===== src/tlbr_pkg.sv =====
// shared types, codes and default sizes of the translation buffer
`default_nettype none

package tlbr_pkg;

  localparam int ENTRIES_DEF    = 16;
  localparam int PAGE_BITS_DEF  = 8;
  localparam int FRAME_BITS_DEF = 8;
  localparam int QUEUE_DEPTH    = 2;

  localparam int PAGE_W  = 8;
  localparam int FRAME_W = 8;
  localparam int SLOT_W  = 4;
  localparam int AGE_W   = 8;

  localparam logic [AGE_W-1:0] AGE_MAX = 8'hFF;

  localparam logic CMD_LOOKUP = 1'b0;
  localparam logic CMD_INSERT = 1'b1;

  localparam logic POLICY_AGE  = 1'b0;
  localparam logic POLICY_RING = 1'b1;

  typedef enum logic [1:0] {
    OP_LOOKUP,
    OP_INS_AGE,
    OP_INS_RING
  } op_e;

  typedef struct packed {
    logic               command;
    logic [PAGE_W-1:0]  vpage;
    logic [FRAME_W-1:0] frame_number;
  } req_t;

  typedef struct packed {
    logic               hit;
    logic [FRAME_W-1:0] frame_out;
    logic [SLOT_W-1:0]  slot_written;
  } rsp_t;

endpackage

`default_nettype wire


===== src/tlb_lookup_with_replacement_unit.sv =====
// fully associative translation buffer with age or ring replacement
//
//   port group                     dir   contents
//   push / full / req_i            in    request: command, page, frame
//   empty / pop / rsp_o            out   result: hit, frame, slot written
//   cfg_valid_i / cfg_ready_o      in    replacement policy bit (cfg_data_i)
//
// a lookup, a ring insert or an age insert while entries are free completes in the run state
// an age insert into a full buffer: age bump, then the oldest-entry search in the victim state
// a result reaches rsp_o via intake register, command queue, back end and result queue
// reset clears valid bits, ages, fill count, ring pointer and the policy; no clearing pass
// intake and back end stall separately, joined by a two-deep command queue
`default_nettype none

module tlb_lookup_with_replacement_unit #(
  parameter int ENTRIES    = tlbr_pkg::ENTRIES_DEF,
  parameter int PAGE_BITS  = tlbr_pkg::PAGE_BITS_DEF,
  parameter int FRAME_BITS = tlbr_pkg::FRAME_BITS_DEF
) (
  input  wire logic           clk_i,
  input  wire logic           rst_ni,
  input  wire logic           push,
  input  wire tlbr_pkg::req_t req_i,
  output logic                full,
  output logic                empty,
  input  wire logic           pop,
  output tlbr_pkg::rsp_t      rsp_o,
  input  wire logic           cfg_valid_i,
  input  wire logic           cfg_data_i,
  output logic                cfg_ready_o
);

  import tlbr_pkg::*;

  typedef struct packed {
    op_e                   op;
    logic [PAGE_BITS-1:0]  page;
    logic [FRAME_BITS-1:0] frame;
  } cmd_t;

  logic cmd_push;
  cmd_t cmd_in;
  logic cmd_full;
  logic cmd_pop;
  cmd_t cmd_out;
  logic cmd_empty;
  logic res_push;
  rsp_t res_in;
  logic res_full;

  tlbr_front #(
    .cmd_t      (cmd_t),
    .PAGE_BITS  (PAGE_BITS),
    .FRAME_BITS (FRAME_BITS)
  ) u_front (
    .clk_i       (clk_i),
    .rst_ni      (rst_ni),
    .push_i      (push),
    .req_i       (req_i),
    .full_o      (full),
    .cfg_valid_i (cfg_valid_i),
    .cfg_data_i  (cfg_data_i),
    .cfg_ready_o (cfg_ready_o),
    .cmd_push_o  (cmd_push),
    .cmd_o       (cmd_in),
    .cmd_full_i  (cmd_full)
  );

  tlbr_fifo #(
    .T     (cmd_t),
    .DEPTH (QUEUE_DEPTH)
  ) u_cmd_queue (
    .clk_i   (clk_i),
    .rst_ni  (rst_ni),
    .push_i  (cmd_push),
    .data_i  (cmd_in),
    .full_o  (cmd_full),
    .pop_i   (cmd_pop),
    .data_o  (cmd_out),
    .empty_o (cmd_empty)
  );

  tlbr_back #(
    .cmd_t      (cmd_t),
    .ENTRIES    (ENTRIES),
    .PAGE_BITS  (PAGE_BITS),
    .FRAME_BITS (FRAME_BITS)
  ) u_back (
    .clk_i       (clk_i),
    .rst_ni      (rst_ni),
    .cmd_empty_i (cmd_empty),
    .cmd_i       (cmd_out),
    .cmd_pop_o   (cmd_pop),
    .res_full_i  (res_full),
    .res_push_o  (res_push),
    .res_o       (res_in)
  );

  tlbr_fifo #(
    .T     (rsp_t),
    .DEPTH (QUEUE_DEPTH)
  ) u_res_queue (
    .clk_i   (clk_i),
    .rst_ni  (rst_ni),
    .push_i  (res_push),
    .data_i  (res_in),
    .full_o  (res_full),
    .pop_i   (pop),
    .data_o  (rsp_o),
    .empty_o (empty)
  );

endmodule

`default_nettype wire


===== src/tlbr_fifo.sv =====
// small first-in first-out queue of registers
`default_nettype none

module tlbr_fifo #(
  parameter type T     = logic,
  parameter int  DEPTH = 2
) (
  input  wire logic clk_i,
  input  wire logic rst_ni,
  input  wire logic push_i,
  input  wire T     data_i,
  output logic      full_o,
  input  wire logic pop_i,
  output T          data_o,
  output logic      empty_o
);

  localparam int PTR_W = (DEPTH > 1) ? $clog2(DEPTH) : 1;
  localparam int CNT_W = $clog2(DEPTH + 1);

  T                 mem_q [DEPTH];
  logic [PTR_W-1:0] wr_ptr_q, wr_ptr_d;
  logic [PTR_W-1:0] rd_ptr_q, rd_ptr_d;
  logic [CNT_W-1:0] cnt_q, cnt_d;
  logic             push_ok;
  logic             pop_ok;

  assign full_o  = (cnt_q == CNT_W'(DEPTH));
  assign empty_o = (cnt_q == '0);
  assign push_ok = push_i && !full_o;
  assign pop_ok  = pop_i && !empty_o;
  assign data_o  = mem_q[rd_ptr_q];

  always_comb begin
    wr_ptr_d = wr_ptr_q;
    rd_ptr_d = rd_ptr_q;
    cnt_d    = cnt_q;
    if (push_ok) begin
      wr_ptr_d = (wr_ptr_q == PTR_W'(DEPTH - 1)) ? '0 : wr_ptr_q + 1'b1;
    end
    if (pop_ok) begin
      rd_ptr_d = (rd_ptr_q == PTR_W'(DEPTH - 1)) ? '0 : rd_ptr_q + 1'b1;
    end
    if (push_ok && !pop_ok) begin
      cnt_d = cnt_q + 1'b1;
    end else if (pop_ok && !push_ok) begin
      cnt_d = cnt_q - 1'b1;
    end
  end

  always_ff @(posedge clk_i or negedge rst_ni) begin
    if (!rst_ni) begin
      wr_ptr_q <= '0;
      rd_ptr_q <= '0;
      cnt_q    <= '0;
    end else begin
      wr_ptr_q <= wr_ptr_d;
      rd_ptr_q <= rd_ptr_d;
      cnt_q    <= cnt_d;
    end
  end

  always_ff @(posedge clk_i) begin
    if (push_ok) begin
      mem_q[wr_ptr_q] <= data_i;
    end
  end

endmodule

`default_nettype wire


===== src/tlbr_front.sv =====
// request intake, policy register and command classification
`default_nettype none

module tlbr_front #(
  parameter type cmd_t      = logic,
  parameter int  PAGE_BITS  = tlbr_pkg::PAGE_BITS_DEF,
  parameter int  FRAME_BITS = tlbr_pkg::FRAME_BITS_DEF
) (
  input  wire logic          clk_i,
  input  wire logic          rst_ni,
  input  wire logic          push_i,
  input  wire tlbr_pkg::req_t req_i,
  output logic               full_o,
  input  wire logic          cfg_valid_i,
  input  wire logic          cfg_data_i,
  output logic               cfg_ready_o,
  output logic               cmd_push_o,
  output cmd_t               cmd_o,
  input  wire logic          cmd_full_i
);

  import tlbr_pkg::*;

  logic policy_q;
  logic vld_q, vld_d;
  cmd_t cmd_q;
  cmd_t cmd_s;
  logic accept;

  assign cfg_ready_o = 1'b1;
  assign full_o      = vld_q && cmd_full_i;
  assign accept      = push_i && !full_o;
  assign cmd_push_o  = vld_q;
  assign cmd_o       = cmd_q;

  always_comb begin
    cmd_s       = '0;
    cmd_s.page  = PAGE_BITS'(req_i.vpage);
    cmd_s.frame = FRAME_BITS'(req_i.frame_number);
    if (req_i.command == CMD_LOOKUP) begin
      cmd_s.op = OP_LOOKUP;
    end else if (policy_q == POLICY_AGE) begin
      cmd_s.op = OP_INS_AGE;
    end else begin
      cmd_s.op = OP_INS_RING;
    end
  end

  always_comb begin
    vld_d = vld_q;
    if (accept) begin
      vld_d = 1'b1;
    end else if (vld_q && !cmd_full_i) begin
      vld_d = 1'b0;
    end
  end

  always_ff @(posedge clk_i or negedge rst_ni) begin
    if (!rst_ni) begin
      policy_q <= POLICY_AGE;
      vld_q    <= 1'b0;
    end else begin
      vld_q <= vld_d;
      if (cfg_valid_i && cfg_ready_o) begin
        policy_q <= cfg_data_i;
      end
    end
  end

  always_ff @(posedge clk_i) begin
    if (accept) begin
      cmd_q <= cmd_s;
    end
  end

endmodule

`default_nettype wire


===== src/tlbr_back.sv =====
// entry store, lookup compare and replacement execution
`default_nettype none

module tlbr_back #(
  parameter type cmd_t      = logic,
  parameter int  ENTRIES    = tlbr_pkg::ENTRIES_DEF,
  parameter int  PAGE_BITS  = tlbr_pkg::PAGE_BITS_DEF,
  parameter int  FRAME_BITS = tlbr_pkg::FRAME_BITS_DEF
) (
  input  wire logic clk_i,
  input  wire logic rst_ni,
  input  wire logic cmd_empty_i,
  input  wire cmd_t cmd_i,
  output logic      cmd_pop_o,
  input  wire logic res_full_i,
  output logic      res_push_o,
  output tlbr_pkg::rsp_t res_o
);

  import tlbr_pkg::*;

  localparam int IDX_W = $clog2(ENTRIES);
  localparam int CNT_W = $clog2(ENTRIES + 1);
  localparam int LEAVES = 1 << IDX_W;

  localparam logic ST_RUN    = 1'b0;
  localparam logic ST_VICTIM = 1'b1;

  typedef struct packed {
    logic             vld;
    logic [AGE_W-1:0] age;
    logic [IDX_W-1:0] idx;
  } node_t;

  logic                  state_q, state_d;
  logic [ENTRIES-1:0]    valid_q;
  logic [PAGE_BITS-1:0]  page_q  [ENTRIES];
  logic [FRAME_BITS-1:0] frame_q [ENTRIES];
  logic [AGE_W-1:0]      age_q   [ENTRIES];
  logic [CNT_W-1:0]      fill_q;
  logic [IDX_W-1:0]      ring_q;

  logic                  take;
  logic                  filled;
  logic                  lk_hit;
  logic [FRAME_BITS-1:0] lk_frame;
  node_t                 leaf_s [LEAVES];
  node_t                 node_s [LEAVES-1];
  logic [IDX_W-1:0]      vic_idx;

  logic                  wr_en;
  logic                  age_wr;
  logic [IDX_W-1:0]      wr_slot;
  logic                  bump;
  logic                  fill_inc;
  logic                  ring_adv;

  assign take    = (state_q == ST_RUN) && !cmd_empty_i && !res_full_i;
  assign filled  = (fill_q == CNT_W'(ENTRIES));
  assign vic_idx = node_s[0].idx;

  // highest matching index wins
  always_comb begin
    lk_hit   = 1'b0;
    lk_frame = '0;
    for (int i = 0; i < ENTRIES; i++) begin
      if (valid_q[i] && (page_q[i] == cmd_i.page)) begin
        lk_hit   = 1'b1;
        lk_frame = frame_q[i];
      end
    end
  end

  // oldest entry search, lower index kept on a tie
  for (genvar g = 0; g < LEAVES; g++) begin : g_leaf
    if (g < ENTRIES) begin : g_used
      assign leaf_s[g] = '{vld: 1'b1, age: age_q[g], idx: IDX_W'(g)};
    end else begin : g_pad
      assign leaf_s[g] = '{vld: 1'b0, age: '0, idx: IDX_W'(g)};
    end
  end

  always_comb begin
    node_t lt;
    node_t rt;
    for (int n = LEAVES - 2; n >= 0; n--) begin
      lt = (2 * n + 1 >= LEAVES - 1) ? leaf_s[2 * n + 1 - (LEAVES - 1)] : node_s[2 * n + 1];
      rt = (2 * n + 2 >= LEAVES - 1) ? leaf_s[2 * n + 2 - (LEAVES - 1)] : node_s[2 * n + 2];
      if (rt.vld && (!lt.vld || (rt.age > lt.age))) begin
        node_s[n] = rt;
      end else begin
        node_s[n] = lt;
      end
    end
  end

  always_comb begin
    state_d    = state_q;
    cmd_pop_o  = 1'b0;
    res_push_o = 1'b0;
    res_o      = '0;
    wr_en      = 1'b0;
    age_wr     = 1'b0;
    wr_slot    = '0;
    bump       = 1'b0;
    fill_inc   = 1'b0;
    ring_adv   = 1'b0;
    case (state_q)
      ST_RUN: begin
        if (take) begin
          case (cmd_i.op)
            OP_LOOKUP: begin
              cmd_pop_o       = 1'b1;
              res_push_o      = 1'b1;
              res_o.hit       = lk_hit;
              res_o.frame_out = FRAME_W'(lk_frame);
            end
            OP_INS_AGE: begin
              bump = 1'b1;
              if (filled) begin
                state_d = ST_VICTIM;
              end else begin
                wr_en              = 1'b1;
                age_wr             = 1'b1;
                wr_slot            = fill_q[IDX_W-1:0];
                fill_inc           = 1'b1;
                cmd_pop_o          = 1'b1;
                res_push_o         = 1'b1;
                res_o.slot_written = SLOT_W'(fill_q[IDX_W-1:0]);
              end
            end
            OP_INS_RING: begin
              wr_en              = 1'b1;
              wr_slot            = ring_q;
              ring_adv           = 1'b1;
              cmd_pop_o          = 1'b1;
              res_push_o         = 1'b1;
              res_o.slot_written = SLOT_W'(ring_q);
            end
            default: begin
              cmd_pop_o  = 1'b1;
              res_push_o = 1'b1;
            end
          endcase
        end
      end
      ST_VICTIM: begin
        wr_en              = 1'b1;
        age_wr             = 1'b1;
        wr_slot            = vic_idx;
        cmd_pop_o          = 1'b1;
        res_push_o         = 1'b1;
        res_o.slot_written = SLOT_W'(vic_idx);
        state_d            = ST_RUN;
      end
      default: begin
        state_d = ST_RUN;
      end
    endcase
  end

  always_ff @(posedge clk_i or negedge rst_ni) begin
    if (!rst_ni) begin
      state_q <= ST_RUN;
      valid_q <= '0;
      fill_q  <= '0;
      ring_q  <= '0;
      for (int i = 0; i < ENTRIES; i++) begin
        age_q[i] <= '0;
      end
    end else begin
      state_q <= state_d;
      if (wr_en) begin
        valid_q[wr_slot] <= 1'b1;
      end
      if (fill_inc) begin
        fill_q <= fill_q + 1'b1;
      end
      if (ring_adv) begin
        ring_q <= (ring_q == IDX_W'(ENTRIES - 1)) ? '0 : ring_q + 1'b1;
      end
      for (int i = 0; i < ENTRIES; i++) begin
        if (age_wr && (wr_slot == IDX_W'(i))) begin
          age_q[i] <= '0;
        end else if (bump && (CNT_W'(i) < fill_q) && (age_q[i] != AGE_MAX)) begin
          age_q[i] <= age_q[i] + 1'b1;
        end
      end
    end
  end

  always_ff @(posedge clk_i) begin
    if (wr_en) begin
      page_q[wr_slot]  <= cmd_i.page;
      frame_q[wr_slot] <= cmd_i.frame;
    end
  end

  a_victim_has_room: assert property (@(posedge clk_i) disable iff (!rst_ni)
    state_q == ST_VICTIM |-> !res_full_i && !cmd_empty_i)
    else $error("victim cycle without room or command");

  a_victim_one_cycle: assert property (@(posedge clk_i) disable iff (!rst_ni)
    state_q == ST_VICTIM |=> state_q == ST_RUN)
    else $error("victim search did not finish");

  a_fill_bound: assert property (@(posedge clk_i) disable iff (!rst_ni)
    fill_q <= CNT_W'(ENTRIES))
    else $error("fill count beyond entries");

  a_pop_with_push: assert property (@(posedge clk_i) disable iff (!rst_ni)
    cmd_pop_o == res_push_o)
    else $error("command retired without a result");

  a_insert_no_hit: assert property (@(posedge clk_i) disable iff (!rst_ni)
    res_push_o && wr_en |-> !res_o.hit && res_o.frame_out == '0)
    else $error("insert result carries a hit");

endmodule

`default_nettype wire


===== config.mk =====
export PLATFORM = sky130hd
export DESIGN_NAME = tlb_lookup_with_replacement_unit
export DESIGN_NICKNAME = d
export VERILOG_FILES = /design/src/tlbr_pkg.sv /design/src/tlb_lookup_with_replacement_unit.sv /design/src/tlbr_fifo.sv /design/src/tlbr_front.sv /design/src/tlbr_back.sv
export SDC_FILE = /design/constraint.sdc
export NUM_CORES = 1
export LEC_CHECK = 0
export ABC_CLOCK_PERIOD_IN_PS = 8950
export BUFFER_PORTS_ARGS = -buffer_cell sky130_fd_sc_hd__buf_2
export CAP_MARGIN = 20
export CORE_MARGIN = 4
export CORE_UTILIZATION = 43
export CTS_CLUSTER_DIAMETER = 50
export DETAILED_ROUTE_END_ITERATION = 8
export SLEW_MARGIN = 20
export SYNTH_ARGS = -nofsm -noshare
export SYNTH_HDL_FRONTEND = slang
export SYNTH_SLANG_ARGS = --single-unit
export TNS_END_PERCENT = 100

===== constraint.sdc =====
create_clock -name clk_i -period 8.95 [get_ports clk_i]
set_input_delay 0.895 -clock clk_i [delete_from_list [all_inputs] [get_ports clk_i]]
set_output_delay 0.895 -clock clk_i [all_outputs]
set_load 0.1 [all_outputs]

### Yosys cells after proc, flatten, opt, wreduce, memory -nomap -nowiden

Memories as Yosys holds them, arrays and structs flattened.
Index checks and enable logic that the tools add are counted.
Widths: inputs -> output; s select.

| word-level totals | value |
|---|---|
| flip-flop bits (word level) | 182 |
| bits in latches | 0 |
| bits in writable memories | 318 |
| ROM bits | 0 |
| input port bits | 23 |
| word-level logic and storage cells | 407 |
| memories | 4 |

Memories:

| name | words | bits a word | rd ports | clocked after Yosys merged registers in | write ports | line | RTL |
|---|---|---|---|---|---|---|---|
| u_back.frame_q | 16 | 8 | 16 | 0 | 1 | tlbr_back.sv:38 | `logic [FRAME_BITS-1:0] frame_q [ENTRIES];` |
| u_back.page_q | 16 | 8 | 16 | 0 | 1 | tlbr_back.sv:37 | `logic [PAGE_BITS-1:0] page_q [ENTRIES];` |
| u_cmd_queue.mem_q | 2 | 18 | 1 | 0 | 1 | tlbr_fifo.sv:21 | `T mem_q [DEPTH];` |
| u_res_queue.mem_q | 2 | 13 | 1 | 0 | 1 | tlbr_fifo.sv:21 |  |

| operators by class | value |
|---|---|
| $add $sub $neg | 26 |
| $mul | 0 |
| divide/modulo/power cells | 0 |
| order comparisons | 33 |
| eq/ne operators | 53 |
| shift operators | 0 |
| multiplexer cells | 128 |
| bitwise operators | 2 |
| reductions and logical operators | 130 |

Operator list:

| kind | count |
|---|---|
| $mux 8 | 48 |
| $mux 12 | 14 |
| $add 8x1->8 const B | 16 |
| $eq 8x8->1 | 16 |
| $ne 8x8->1 const B | 16 |
| $gt 8x8->1 | 15 |
| $logic_and 1x1->1 | 77 |
| $mux 1 | 45 |
| $lt 4x5->1 const A | 8 |
| $reduce_bool 2->1 | 19 |
| $eq 4x4->1 const B | 9 |
| $pmux 4 s2 | 3 |
| $lt 3x5->1 const A | 4 |
| $mux 9 | 2 |
| $eq 4x3->1 const B | 4 |
| $mux 4 | 4 |
| $or 16x16->16 | 1 |
| $mux 13 | 1 |
| $lt 1x5->1 const A | 2 |
| $lt 2x5->1 const A | 2 |
| $mux 2 | 5 |
| $pmux 1 s2 | 5 |
| $logic_not 1->1 | 9 |
| $eq 4x2->1 const B | 2 |
| 18 further kinds | 45 |

### Logic depth before layout (Yosys ltp)

Gate-level depths: netlist of run 1.
An unclocked memory read counts as a cell.

| logic depth | value |
|---|---|
| depth in word-level cells | 22 |
| depth in mapped cells | 41 |
| depth with buffers taken out | 38 |

### Modules after synthesis

Synthesis of run 1 repeated with hierarchy kept, for this count alone.

| unflattened totals | value |
|---|---|
| cell total of the unflattened synthesis | 2197 |
| area, all modules | 26250.2 um^2 |

By module, submodules not included:

| module | times used | cells an instance | area an instance (um^2) |
|---|---|---|---|
| tlbr_back | 1 | 2035 | 22885.7 |
| tlbr_fifo at u_cmd_queue | 1 | 75 | 1545.2 |
| tlbr_fifo at u_res_queue | 1 | 59 | 1168.6 |
| tlbr_front | 1 | 28 | 650.6 |

### Worst setup path after synthesis of run 1

Ideal clock, no wire load.

| timing path | value |
|---|---|
| path kind | register to register |
| from | register u_back.age_q[113] (netlist name) |
| to | memory u_back.frame_q[0][0] (netlist name), enable pin |
| setup time | 0.438 ns |
| arrival time | 8.664 ns |
| required time | 8.512 ns |
| setup slack | -0.152 ns |
| stages on the path, launching flop included | 34 |
| path buffers | 3 |
| cells stage by stage | dfrtp_1 -> ha_1 -> nor2b_1 -> o211a_1 -> o211a_1 -> nor2_1 -> buf_1 -> mux2i_1 -> ha_1 -> nand2_1 -> o21ai_0 -> and2_1 -> a221oi_1 -> o21bai_1 -> nand2_2 -> mux2i_1 -> inv_1 -> ha_1 -> nand4_1 -> o21ai_0 -> o31a_1 -> clkbuf_1 -> mux2i_1 -> ha_1 -> nand3_1 -> o21bai_1 -> a31o_2 -> a21oi_1 -> nor4_1 -> a211oi_1 -> and3_1 -> clkbuf_1 -> inv_1 -> nor4b_1 |

| on the way | value |
|---|---|
| longest elaborated chain between the ends | 15 |

Ends and longest elaborated chain:

| element | line | RTL |
|---|---|---|
| start: declaration | tlbr_back.sv:39 | `logic [AGE_W-1:0] age_q [ENTRIES];` |
| start signal: indexed assignment | tlbr_back.sv:186 | `age_q[i] <= age_q[i] + 1'b1;` |
| $gt 8x8->1 | tlbr_back.sv:89 | `if (rt.vld && (!lt.vld \|\| (rt.age > lt.age))) begin` |
| $mux 12 * | tlbr_back.sv:89 |  |
| $gt 8x8->1 | tlbr_back.sv:89 |  |
| $logic_or 1x1->1 | tlbr_back.sv:89 |  |
| $logic_and 1x1->1 | tlbr_back.sv:89 |  |
| $mux 12 * | tlbr_back.sv:89 |  |
| $gt 8x8->1 | tlbr_back.sv:89 |  |
| $logic_or 1x1->1 | tlbr_back.sv:89 |  |
| $logic_and 1x1->1 | tlbr_back.sv:89 |  |
| $mux 12 * | tlbr_back.sv:89 |  |
| $gt 8x8->1 | tlbr_back.sv:89 |  |
| $logic_or 1x1->1 | tlbr_back.sv:89 |  |
| $logic_and 1x1->1 | tlbr_back.sv:89 |  |
| $mux 4 * | tlbr_back.sv:89 |  |
| $pmux 4 s2 * | tlbr_back.sv:108 | `case (state_q)` |
| end: declaration | tlbr_back.sv:38 |  |

Every way passes the cells marked *; elsewhere a longest branch is shown, timed or not.

### Worst setup path in the final report of run 1

| timing path | value |
|---|---|
| from | register u_back.age_q[109] (netlist name) |
| to | memory u_back.frame_q[0][5] (netlist name), enable pin |

Same word-level chain as after synthesis.

==> impl_metrics.yaml, run 1 <==
logic_synthesis:
  yosysMostFrequentCell: "edfxtp_1"
  postSynthNetCount: 2383
  synthArstFlopShare: 0.328
  yosysUniqueCellTypes: 79
  synth-main-ff-cell: "edfxtp_1"
  synthesis.instances: 2217
  synth_edf_count: 336
  ys_seq_area_frac: 0.547
  synth_area_mm2: 0.0259
  avgSynthCellArea_um2: 11.7
  synth_top_cell_area_share: 0.389
  synth_area_leaders: "edfxtp_1, dfrtp_1, ha_1"
  ys_ff_latch: 500
  yosys-top-cells-count: "edfxtp_1, nor2_1, xnor2_1"
  synth_top_cell_by_area: "edfxtp_1"
  yosys_warnings: 0
floorplan:
  dieWidth_um: 254
  ios: 39
  die_h_um: 254
  die_area_mm2: 0.0643
  rows: 89
  initial_utilization: 0.437
  core-area_mm2: 0.0594
worst_setup_path:
  worst-path-buf-inv: 5
  cp-end-kind: "flip-flop"
  cp_data_arrival_time_ps: 8890
  critPathMaxStageDelay_ps: 540
  r2r_slack_ps: 380
  cp_max_fo: 17
  cp-start-kind: "flip-flop"
  cp_top_family: "compound AO/OA/AOI/OAI gates"
  r2r_end: "u_back.frame_q[0][5]$_DFFE_PP_"
  critPathRequiredTime_ps: 9270
  worstSetupPathType: "reg -> reg"
  reg2reg_from: "u_back.age_q[109]$_DFFE_PN0P_"
  rr_worst_depth: 34
  path_common_cell: "ha_1"
  slowest_stage: "o211ai_2"
sta:
  rsz0062_at_grt: "true"
  layout_setup_ws_ps: 377
  relSlewSlack: 0.215
  finClkSkew_ps: 66.9
  timing.final.hold_violations: 0
  fin_setup_tns_ps: 0
  tightestPinTransition_ps: 1170
  slew_viol_final: 0
  fin_crit_ps: 8570
  finalCritPeriodShare: 0.958
  setup_viol: 0
  max_freq_mhz: 117
detailed_routing:
  post_drt_wl_per_cell_um: 20.7
  route.detailed.drc: 0
  drt_iter0_markers: 1287
  drtAntennaViolNets: 0
  routed_wirelength_um: 65100
  vias: 17500
  vias_per_cell: 5.55
  drt_first_pass_iters: 5
layout:
  areaGrowthSynthToFinish_pct: 13.1
  nets: 2489
  antenna_cells: 0
  fin_area_mm2: 0.0293
  layout-drive-gt1-share: 0.125
place:
  gp_congestion: 0.929
  place_hpwl_um: 45500
  port_buffers: 37
  dpl-instance-area_mm2: 0.0273
  dpl_worst_slack_ps: 384
flow_run:
  maxCapViolations: 0
global_routing:
  grt_max_degree: 59
  grt_pass1_vias: 17600
  gr-total-overflow: 0
  grt_usage: 0.201
  grt_first_pass_wirelength_um: 101000
  antenna_found_initial: 1
clocking:
  htreeDepth: 2
  cts_setup_buffers: 0
  cts_tree: "yes"
  cts.sink_count: 500
  cts-root-buf: "clkbuf_16"
  cts_buffers: 60
  path_clk_slew_ps: 60
  clock_latency_ps: 650
  cts_buffer_depth: 3
worst_hold_path:
  hold_class: "in -> async"
run_status:
  run_status: "finished, final reports clean"
power_and_ir_drop:
  powerDensity_mw_per_mm2: 409
  peakVddDrop_v: 0.000730
  power.total_mw: 12.0
  leakage_nw: 11.8
[through the flow]
stage               hold slack, ps  utilization  cells
finish                         260        0.494   3147
global route                   266        0.494   3147
CTS                            235        0.494   3147
detailed placement             438        0.460   3034
global placement               429        0.460   3034
floorplan                      421            -   2217
[layer usage]
metal  up-vias  track usage  part of all wire
met5         -            0                 0
met4         0       0.0593             0.029
met3       117       0.0304             0.047
met2       412        0.333              0.47
met1      8680        0.275              0.45
li1       8244            -                 -
[timing repair]
action	CTS	global route
hold buffers	0	0
setup endpoints to repair	0	227
resized for setup	0	3
[how the worst max path moves through the flow]
stage | endpoint | startpoint | slack (ps) | depth (start not counted)
3_5_place_dp | u_back.frame_q[0][1]$_DFFE_PP_ | u_back.age_q[109]$_DFFE_PN0P_ | 380 | 33
4_1_cts | u_back.page_q[0][7]$_DFFE_PP_ | u_back.age_q[109]$_DFFE_PN0P_ | 350 | 33
2_1_floorplan | u_back.frame_q[0][0]$_DFFE_PP_ | u_back.age_q[113]$_DFFE_PN0P_ | 660 | 33
6_report | u_back.frame_q[0][5]$_DFFE_PP_ | u_back.age_q[109]$_DFFE_PN0P_ | 380 | 34
3_3_place_gp | u_back.frame_q[0][7]$_DFFE_PP_ | u_back.age_q[101]$_DFFE_PN0P_ | 610 | 32
5_1_grt | u_back.page_q[0][7]$_DFFE_PP_ | u_back.age_q[109]$_DFFE_PN0P_ | -190 | 33
[cells by family after synthesis]
kind of cell / Yosys count / synth area share
compound gates: 296 / 0.0753
other cells: 1 / 0.000145
buf+inv: 171 / 0.0273
xor+xnor: 250 / 0.0844
mux: 145 / 0.0615
flops: 500 / 0.547
simple gates: 711 / 0.135
fa+ha+maj: 143 / 0.0690
[where the power goes]
group	total (mW)	switching (mW)	internal (mW)
Sequential	3.32	0.257	3.06
Combinational	6.22	3.91	2.31
Clock	2.45	1.04	1.42
[final cells by class]
class	count	area [µm²]
Fill cell	5232	30000
Sequential cell	500	14200
Multi-Input combinational cell	1546	11100
Clock buffer	70	1590
Tap cell	773	967
Timing Repair Buffer	86	559
Inverter	129	484
Clock inverter	43	450
[registers in the layout (all words and copies together) (netlist names), 2 cells and up]
signal	count
u_back.page_q	128
u_front.cmd_o	18
u_back.valid_q	16
u_cmd_queue.cnt_q	2
u_back.fill_q	5
u_back.ring_q	4
u_cmd_queue.mem_q	36
u_back.frame_q	128
u_res_queue.mem_q	26
u_back.age_q	128
u_res_queue.cnt_q	2
[worst reg2reg max path, delay by kind of cell (launching register included)]
family                   cells  cell delay, ps
AO/OA/AOI/OAI               12            3210
adder cells (fa/ha/maj)      4            1260
buffers and inverters        5             720
flip-flops                   1             400
multiplexers                 3             750
AND/OR/NAND/NOR             10            1930
[layout by cell type, fill, tap and decap left out, types with 60 or more instances in the layout]
| master | netlist | layout |
|---|---|---|
| clkbuf_16 | 0 | 60 |
| nand3_1 | 78 | 78 |
| a21oi_1 | 90 | 90 |
| dfrtp_1 | 164 | 164 |
| nand2_1 | 127 | 127 |
| mux2i_1 | 93 | 92 |
| edfxtp_1 | 336 | 336 |
| ha_1 | 143 | 143 |
| xnor2_1 | 194 | 194 |
| nor2_1 | 236 | 235 |
| inv_1 | 129 | 129 |
Note: power is estimated with default switching activity, not from simulation.
==> inputs of run 2 (changes only) <==
--- a/config.mk
+++ b/config.mk
@@ -5,7 +5,7 @@
 export SDC_FILE = /design/constraint.sdc
 export NUM_CORES = 1
 export LEC_CHECK = 0
-export ABC_CLOCK_PERIOD_IN_PS = 8950
+export ABC_CLOCK_PERIOD_IN_PS = 9600
 export BUFFER_PORTS_ARGS = -buffer_cell sky130_fd_sc_hd__buf_2
 export CAP_MARGIN = 20
 export CORE_MARGIN = 4
@@ -15,5 +15,6 @@
 export SLEW_MARGIN = 20
 export SYNTH_ARGS = -nofsm -noshare
 export SYNTH_HDL_FRONTEND = slang
+export SYNTH_HIERARCHICAL = 1
 export SYNTH_SLANG_ARGS = --single-unit
 export TNS_END_PERCENT = 100
==> constraint.sdc (replaced) <==
create_clock -name clk_i -period 9.6 [get_ports clk_i]
set_input_delay 0.96 -clock clk_i [delete_from_list [all_inputs] [get_ports clk_i]]
set_output_delay 0.96 -clock clk_i [all_outputs]
set_load 0.1 [all_outputs]
==> run 2 against run 1 <==
Against the previous run: core utilization shrank 1.3 points; sequential cell count unchanged; largest cell class unchanged; critical endpoint is now u_back/page_q[1][7]$_DFFE_PP_; register-to-register slack gained 470 ps; worst setup slack improved by 470 ps; global-route usage fell by 1.1 points; area after synthesis rose by 1.2%.
==> impl_metrics.yaml, run 2 <==
run_status:
  run_status: "finished, final reports clean"
global_routing:
  gr-total-overflow: 0
  antenna_found_initial: 0
  grt_first_pass_wirelength_um: 97200
  grt_usage: 0.189
  grt_max_degree: 65
  grt_pass1_vias: 17100
place:
  gp_congestion: 0.873
  dpl-instance-area_mm2: 0.0272
  dpl_worst_slack_ps: 676
  port_buffers: 37
  place_hpwl_um: 42400
detailed_routing:
  drtAntennaViolNets: 0
  vias: 17100
  vias_per_cell: 5.55
  routed_wirelength_um: 61800
  route.detailed.drc: 0
  drt_iter0_markers: 1104
  drt_first_pass_iters: 5
  post_drt_wl_per_cell_um: 20.1
sta:
  finalCritPeriodShare: 0.912
  relSlewSlack: 0.253
  layout_setup_ws_ps: 844
  slew_viol_final: 0
  holdWs_ps: 303
  setup_viol: 0
  max_freq_mhz: 114
  finClkSkew_ps: 57.3
  fin_setup_tns_ps: 0
  timing.final.hold_violations: 0
  rsz0062_at_grt: "false"
  tightestPinTransition_ps: 1120
  fin_crit_ps: 8760
logic_synthesis:
  synth_edf_count: 336
  synth_top_cell_by_area: "edfxtp_1"
  yosysMostFrequentCell: "edfxtp_1"
  synth_top_cell_area_share: 0.384
  postSynthNetCount: 2364
  synth_area_leaders: "edfxtp_1, dfrtp_1, ha_1"
  yosys_warnings: 6
  ys_ff_latch: 500
  synth_area_mm2: 0.0263
  yosysUniqueCellTypes: 88
  avgSynthCellArea_um2: 11.9
  synthArstFlopShare: 0.328
  synthesis.instances: 2197
  synth-main-ff-cell: "edfxtp_1"
  yosys-top-cells-count: "edfxtp_1, a21oi_1, xnor2_1"
  ys_seq_area_frac: 0.541
clocking:
  cts_buffers: 55
  clock_latency_ps: 620
  cts_buffer_depth: 3
  ctsHoldBuffers: 0
  cts_tree: "yes"
  path_clk_slew_ps: 60
  cts_setup_buffers: 0
  cts-root-buf: "clkbuf_16"
  cts.sink_count: 500
  htreeDepth: 2
layout:
  fin_area_mm2: 0.0290
  multi_input_area_mm2: 0.0111
  layout_common_cells: "edfxtp_1, a21oi_1, xnor2_1"
  layout_commonest_cell: "edfxtp_1"
  antenna_cells: 0
  reg_top3: "u_back/age_q x128, u_back/frame_q x128, u_back/page_q x128"
  seq_area_mm2: 0.0142
  fill_cells: 5374
  nets: 2413
  areaGrowthSynthToFinish_pct: 10.7
  layout-drive-gt1-share: 0.116
worst_setup_path:
  critPathMaxStageDelay_ps: 770
  worst-path-buf-inv: 3
  cp_top_family: "compound AO/OA/AOI/OAI gates"
  critPathRequiredTime_ps: 9840
  cp_max_fo: 22
  cp-start-kind: "flip-flop"
  worstSetupPathType: "reg -> reg"
  slowest_stage: "and2_1"
  cp-end-kind: "flip-flop"
  cp_data_arrival_time_ps: 9000
floorplan:
  die_h_um: 255
  rows: 90
  dieWidth_um: 255
  core-area_mm2: 0.0604
  die_area_mm2: 0.0651
  ios: 39
  initial_utilization: 0.435
worst_hold_path:
  hold_class: "in -> async"
flow_run:
  maxCapViolations: 0
==> run 2: changes by cell type after synthesis, moves of 16 or more <==
cell	before	now
a21oi_1	90	198
buf_2	10	28
mux2_2	45	26
mux2_4	0	19
nor2_1	236	96
o21ai_0	56	28
o21ai_1	3	19
==> run 2: path summary, 6_finish.rpt <==
kind	start	end	slack (ps)	cells past startpoint
setup / recovery	u_back/age_q[62]$_DFFE_PN0P_	u_back/page_q[1][7]$_DFFE_PP_	840	30
hold / removal	rst_ni	u_back/age_q[46]$_DFFE_PN0P_	300	1
setup reg to reg	u_back/age_q[62]$_DFFE_PN0P_	u_back/page_q[1][7]$_DFFE_PP_	840	30
hold reg to reg	u_front/cmd_o[4]$_DFFE_PP_	u_cmd_queue/mem_q[1][4]$_DFFE_PP_	440	0
max in group asynchronous	rst_ni	u_back/fill_q[4]$_DFFE_PN0P_	8080	2
min in group clk_i	u_front/cmd_o[4]$_DFFE_PP_	u_cmd_queue/mem_q[1][4]$_DFFE_PP_	440	0
==> run 2: routing by layer <==
| metal | global-route usage | share of wire | vias up |
|---|---|---|---|
| met5 | 0 | 0 | - |
| met4 | 0.0580 | 0.027 | 0 |
| met3 | 0.0206 | 0.034 | 93 |
| met2 | 0.320 | 0.49 | 342 |
| met1 | 0.259 | 0.45 | 8500 |
| li1 | - | - | 8125 |
==> run 2: logic make-up after synthesis <==
| group | Yosys count | synth area share |
|---|---|---|
| xor+xnor | 253 | 0.0860 |
| compound gates | 425 | 0.105 |
| fa+ha+maj | 144 | 0.0686 |
| other cells | 1 | 0.000143 |
| mux | 135 | 0.0565 |
| buf+inv | 213 | 0.0398 |
| flops | 500 | 0.541 |
| simple gates | 526 | 0.103 |
==> run 2: timing repair <==
item | 4_1_cts | 5_1_grt
resized for setup | 0 | 1
endpoints found under the setup margin | 0 | 32
endpoints found under the hold margin | 0 | 0
==> run 2: final cells by class <==
type / instances / area share
well taps: 782 / 0.0337
repair buffers: 70 / 0.0151
flip-flops and latches: 500 / 0.489
inverters: 135 / 0.0174
multi-input cells: 1484 / 0.381
clock inverters: 32 / 0.0119
clock buffers: 70 / 0.0517
==> run 2: through the flow <==
step / cells / utilization
after floorplan: 2197 / -
after global placement: 2971 / 0.450
after detailed placement: 2971 / 0.450
after CTS: 3073 / 0.481
after global routing: 3073 / 0.481
final: 3073 / 0.481
==> run 2: worst register-to-register path, delay by kind of cell, from the launching register on <==
| family | cells | cell delay, ps |
|---|---|---|
| flops | 1 | 420 |
| mux | 2 | 680 |
| buf+inv | 3 | 540 |
| simple gates | 6 | 1590 |
| compound gates | 15 | 3860 |
| fa+ha+maj | 4 | 1280 |
Power of run 2 is left out: the tool's default activity adds up to more than one toggle a clock period on the data nets, which glitch-free logic cannot reach.
==> inputs of run 3 (changes only) <==
--- a/config.mk
+++ b/config.mk
@@ -12,6 +12,7 @@
 export CORE_UTILIZATION = 43
 export CTS_CLUSTER_DIAMETER = 50
 export DETAILED_ROUTE_END_ITERATION = 8
+export RECOVER_POWER = 25
 export SLEW_MARGIN = 20
 export SYNTH_ARGS = -nofsm -noshare
 export SYNTH_HDL_FRONTEND = slang
==> run 3 against run 2 <==
Against the previous run: the run now ends with capacitance limit, slew limit left; hold slack better by 140 ps; critical path depth unchanged; cell area is essentially flat; routed wire length about the same; die area stayed put; worst setup slack better by 20 ps; final cell count unchanged; sequential share of layout area is essentially flat; non-clock buffer count unchanged.
==> impl_metrics.yaml, run 3 (same netlist as run 2, synthesis figures left out) <==
worst_setup_path:
  r2r_slack_ps: 860
  cp_data_arrival_time_ps: 8970
  r2r_end: "u_back/page_q[1][7]$_DFFE_PP_"
  worstSetupPathType: "reg -> reg"
  cp-start-kind: "flip-flop"
  critPathMaxStageDelay_ps: 750
  critPathRequiredTime_ps: 9840
  reg2reg_from: "u_back/age_q[62]$_DFFE_PN0P_"
  cp-end-kind: "flip-flop"
  rr_worst_depth: 30
  slowest_stage: "and2_1"
  cp_max_fo: 22
layout:
  final_core_util: 0.481
  fill_cells: 5378
  layout_common_cells: "edfxtp_1, a21oi_1, xnor2_1"
  layout_commonest_cell: "edfxtp_1"
  areaGrowthSynthToFinish_pct: 10.6
  layout-drive-gt1-share: 0.113
  reg_top3: "u_back/age_q x128, u_back/frame_q x128, u_back/page_q x128"
  antenna_cells: 0
  nets: 2413
clocking:
  clock_latency_ps: 620
  cts_buffer_depth: 3
  cts.sink_count: 500
  cts-root-buf: "clkbuf_16"
  cts_buffers: 55
  path_clk_slew_ps: 60
  htreeDepth: 2
  cts_tree: "yes"
  ctsHoldBuffers: 0
place:
  gp_congestion: 0.873
  port_buffers: 37
  place_hpwl_um: 42400
floorplan:
  initial_utilization: 0.435
  dieWidth_um: 255
  rows: 90
  die_h_um: 255
  die_area_mm2: 0.0651
  ios: 39
  core-area_mm2: 0.0604
global_routing:
  grt_max_degree: 65
  use_met3: 0.0206
  antenna_found_initial: 0
  grtUsageMet2: 0.320
  gr-max-usage-layer: "met2"
  gr-total-overflow: 0
  grt_first_pass_wirelength_um: 97200
  grt_usage: 0.189
  use_met1: 0.259
  grt_pass1_vias: 17100
worst_hold_path:
  hold_depth: 0
  min_to: "u_cmd_queue/mem_q[1][4]$_DFFE_PP_"
  hold_class: "reg -> reg"
  hold_path.startpoint: "u_front/cmd_o[4]$_DFFE_PP_"
detailed_routing:
  drt_iter0_markers: 1078
  vias: 17100
  vias_per_cell: 5.55
  drtAntennaViolNets: 0
  routed_wirelength_um: 61900
  drt_first_pass_iters: 5
  route.detailed.drc: 0
  post_drt_wl_per_cell_um: 20.1
sta:
  setup_viol: 0
  fin_setup_tns_ps: 0
  slew_viol_final: 169
  finClkSkew_ps: 55.6
  fin_crit_ps: 8740
  holdWs_ps: 443
  finalCritPeriodShare: 0.910
  relSlewSlack: -1.40
  tightestPinTransition_ps: 3610
  max_freq_mhz: 114
  timing.final.hold_violations: 0
  rsz0062_at_grt: "false"
run_status:
  run_status: "finished, violations left"
  failed_checks: "capacitance limit, slew limit"
flow_run:
  maxCapViolations: 3
run 3: changes by cell type in the layout (fill, tap and decap cells not counted), sizes merged:
cell,before,now
buf,70,65
clkbuf,70,75
run 3: area by class of cell:
type                            count  area (µm²)  area share
Clock buffer                       70        1500      0.0518
Clock inverter                     32         347      0.0119
Inverter                          135         507      0.0175
Multi-Input combinational cell   1484       11100       0.382
Sequential cell                   500       14200       0.489
Tap cell                          782         978      0.0337
Timing Repair Buffer               70         417      0.0144
run 3: repair_timing:
action,CTS,global route
endpoints found under the hold margin,0,0
endpoints found under the setup margin,0,32
setup buffers,0,0
resized for setup,0,1
run 3: how the worst max path moves through the flow:
stage	startpoint	endpoint	cells past startpoint	slack [ps]
after CTS	u_back/age_q[62]$_DFFE_PN0P_	u_back/page_q[1][7]$_DFFE_PP_	30	650
after detailed placement	u_back/age_q[62]$_DFFE_PN0P_	u_back/frame_q[1][6]$_DFFE_PP_	30	680
after global placement	u_back/age_q[62]$_DFFE_PN0P_	u_back/frame_q[1][2]$_DFFE_PP_	30	1040
final	u_back/age_q[62]$_DFFE_PN0P_	u_back/page_q[1][7]$_DFFE_PP_	30	860
after floorplan	u_back/age_q[3]$_DFFE_PN0P_	u_back/frame_q[12][0]$_DFFE_PP_	31	1660
after global routing	u_back/age_q[62]$_DFFE_PN0P_	u_back/frame_q[1][4]$_DFFE_PP_	30	230
run 3: critical path: cells and delay by family (launching register included):
| family | cells | cell delay [ps] |
|---|---|---|
| DFF | 1 | 420 |
| and+or+nand+nor | 6 | 1560 |
| AOI/OAI and AO/OA | 15 | 3870 |
| buffers and inverters | 3 | 540 |
| muxes | 2 | 680 |
| adders and majority gates | 4 | 1270 |
run 3: metal layers:
metal | wire, µm | share of wire
met1 | 28100 | 0.45
met2 | 30100 | 0.49
met3 | 2060 | 0.033
met4 | 1660 | 0.027
met5 | 0 | 0
run 3: stage by stage:
step / instances / instance area [µm²] / setup WS [ps]
6_report: 3073 / 29000 / 864
5_1_grt: 3073 / 29000 / 226
4_1_cts: 3073 / 29000 / 650
3_5_place_dp: 2971 / 27200 / 676
3_3_place_gp: 2971 / 27200 / 1040
2_1_floorplan: 2197 / 26300 / 1660
Power of run 3 is left out for the same reason.
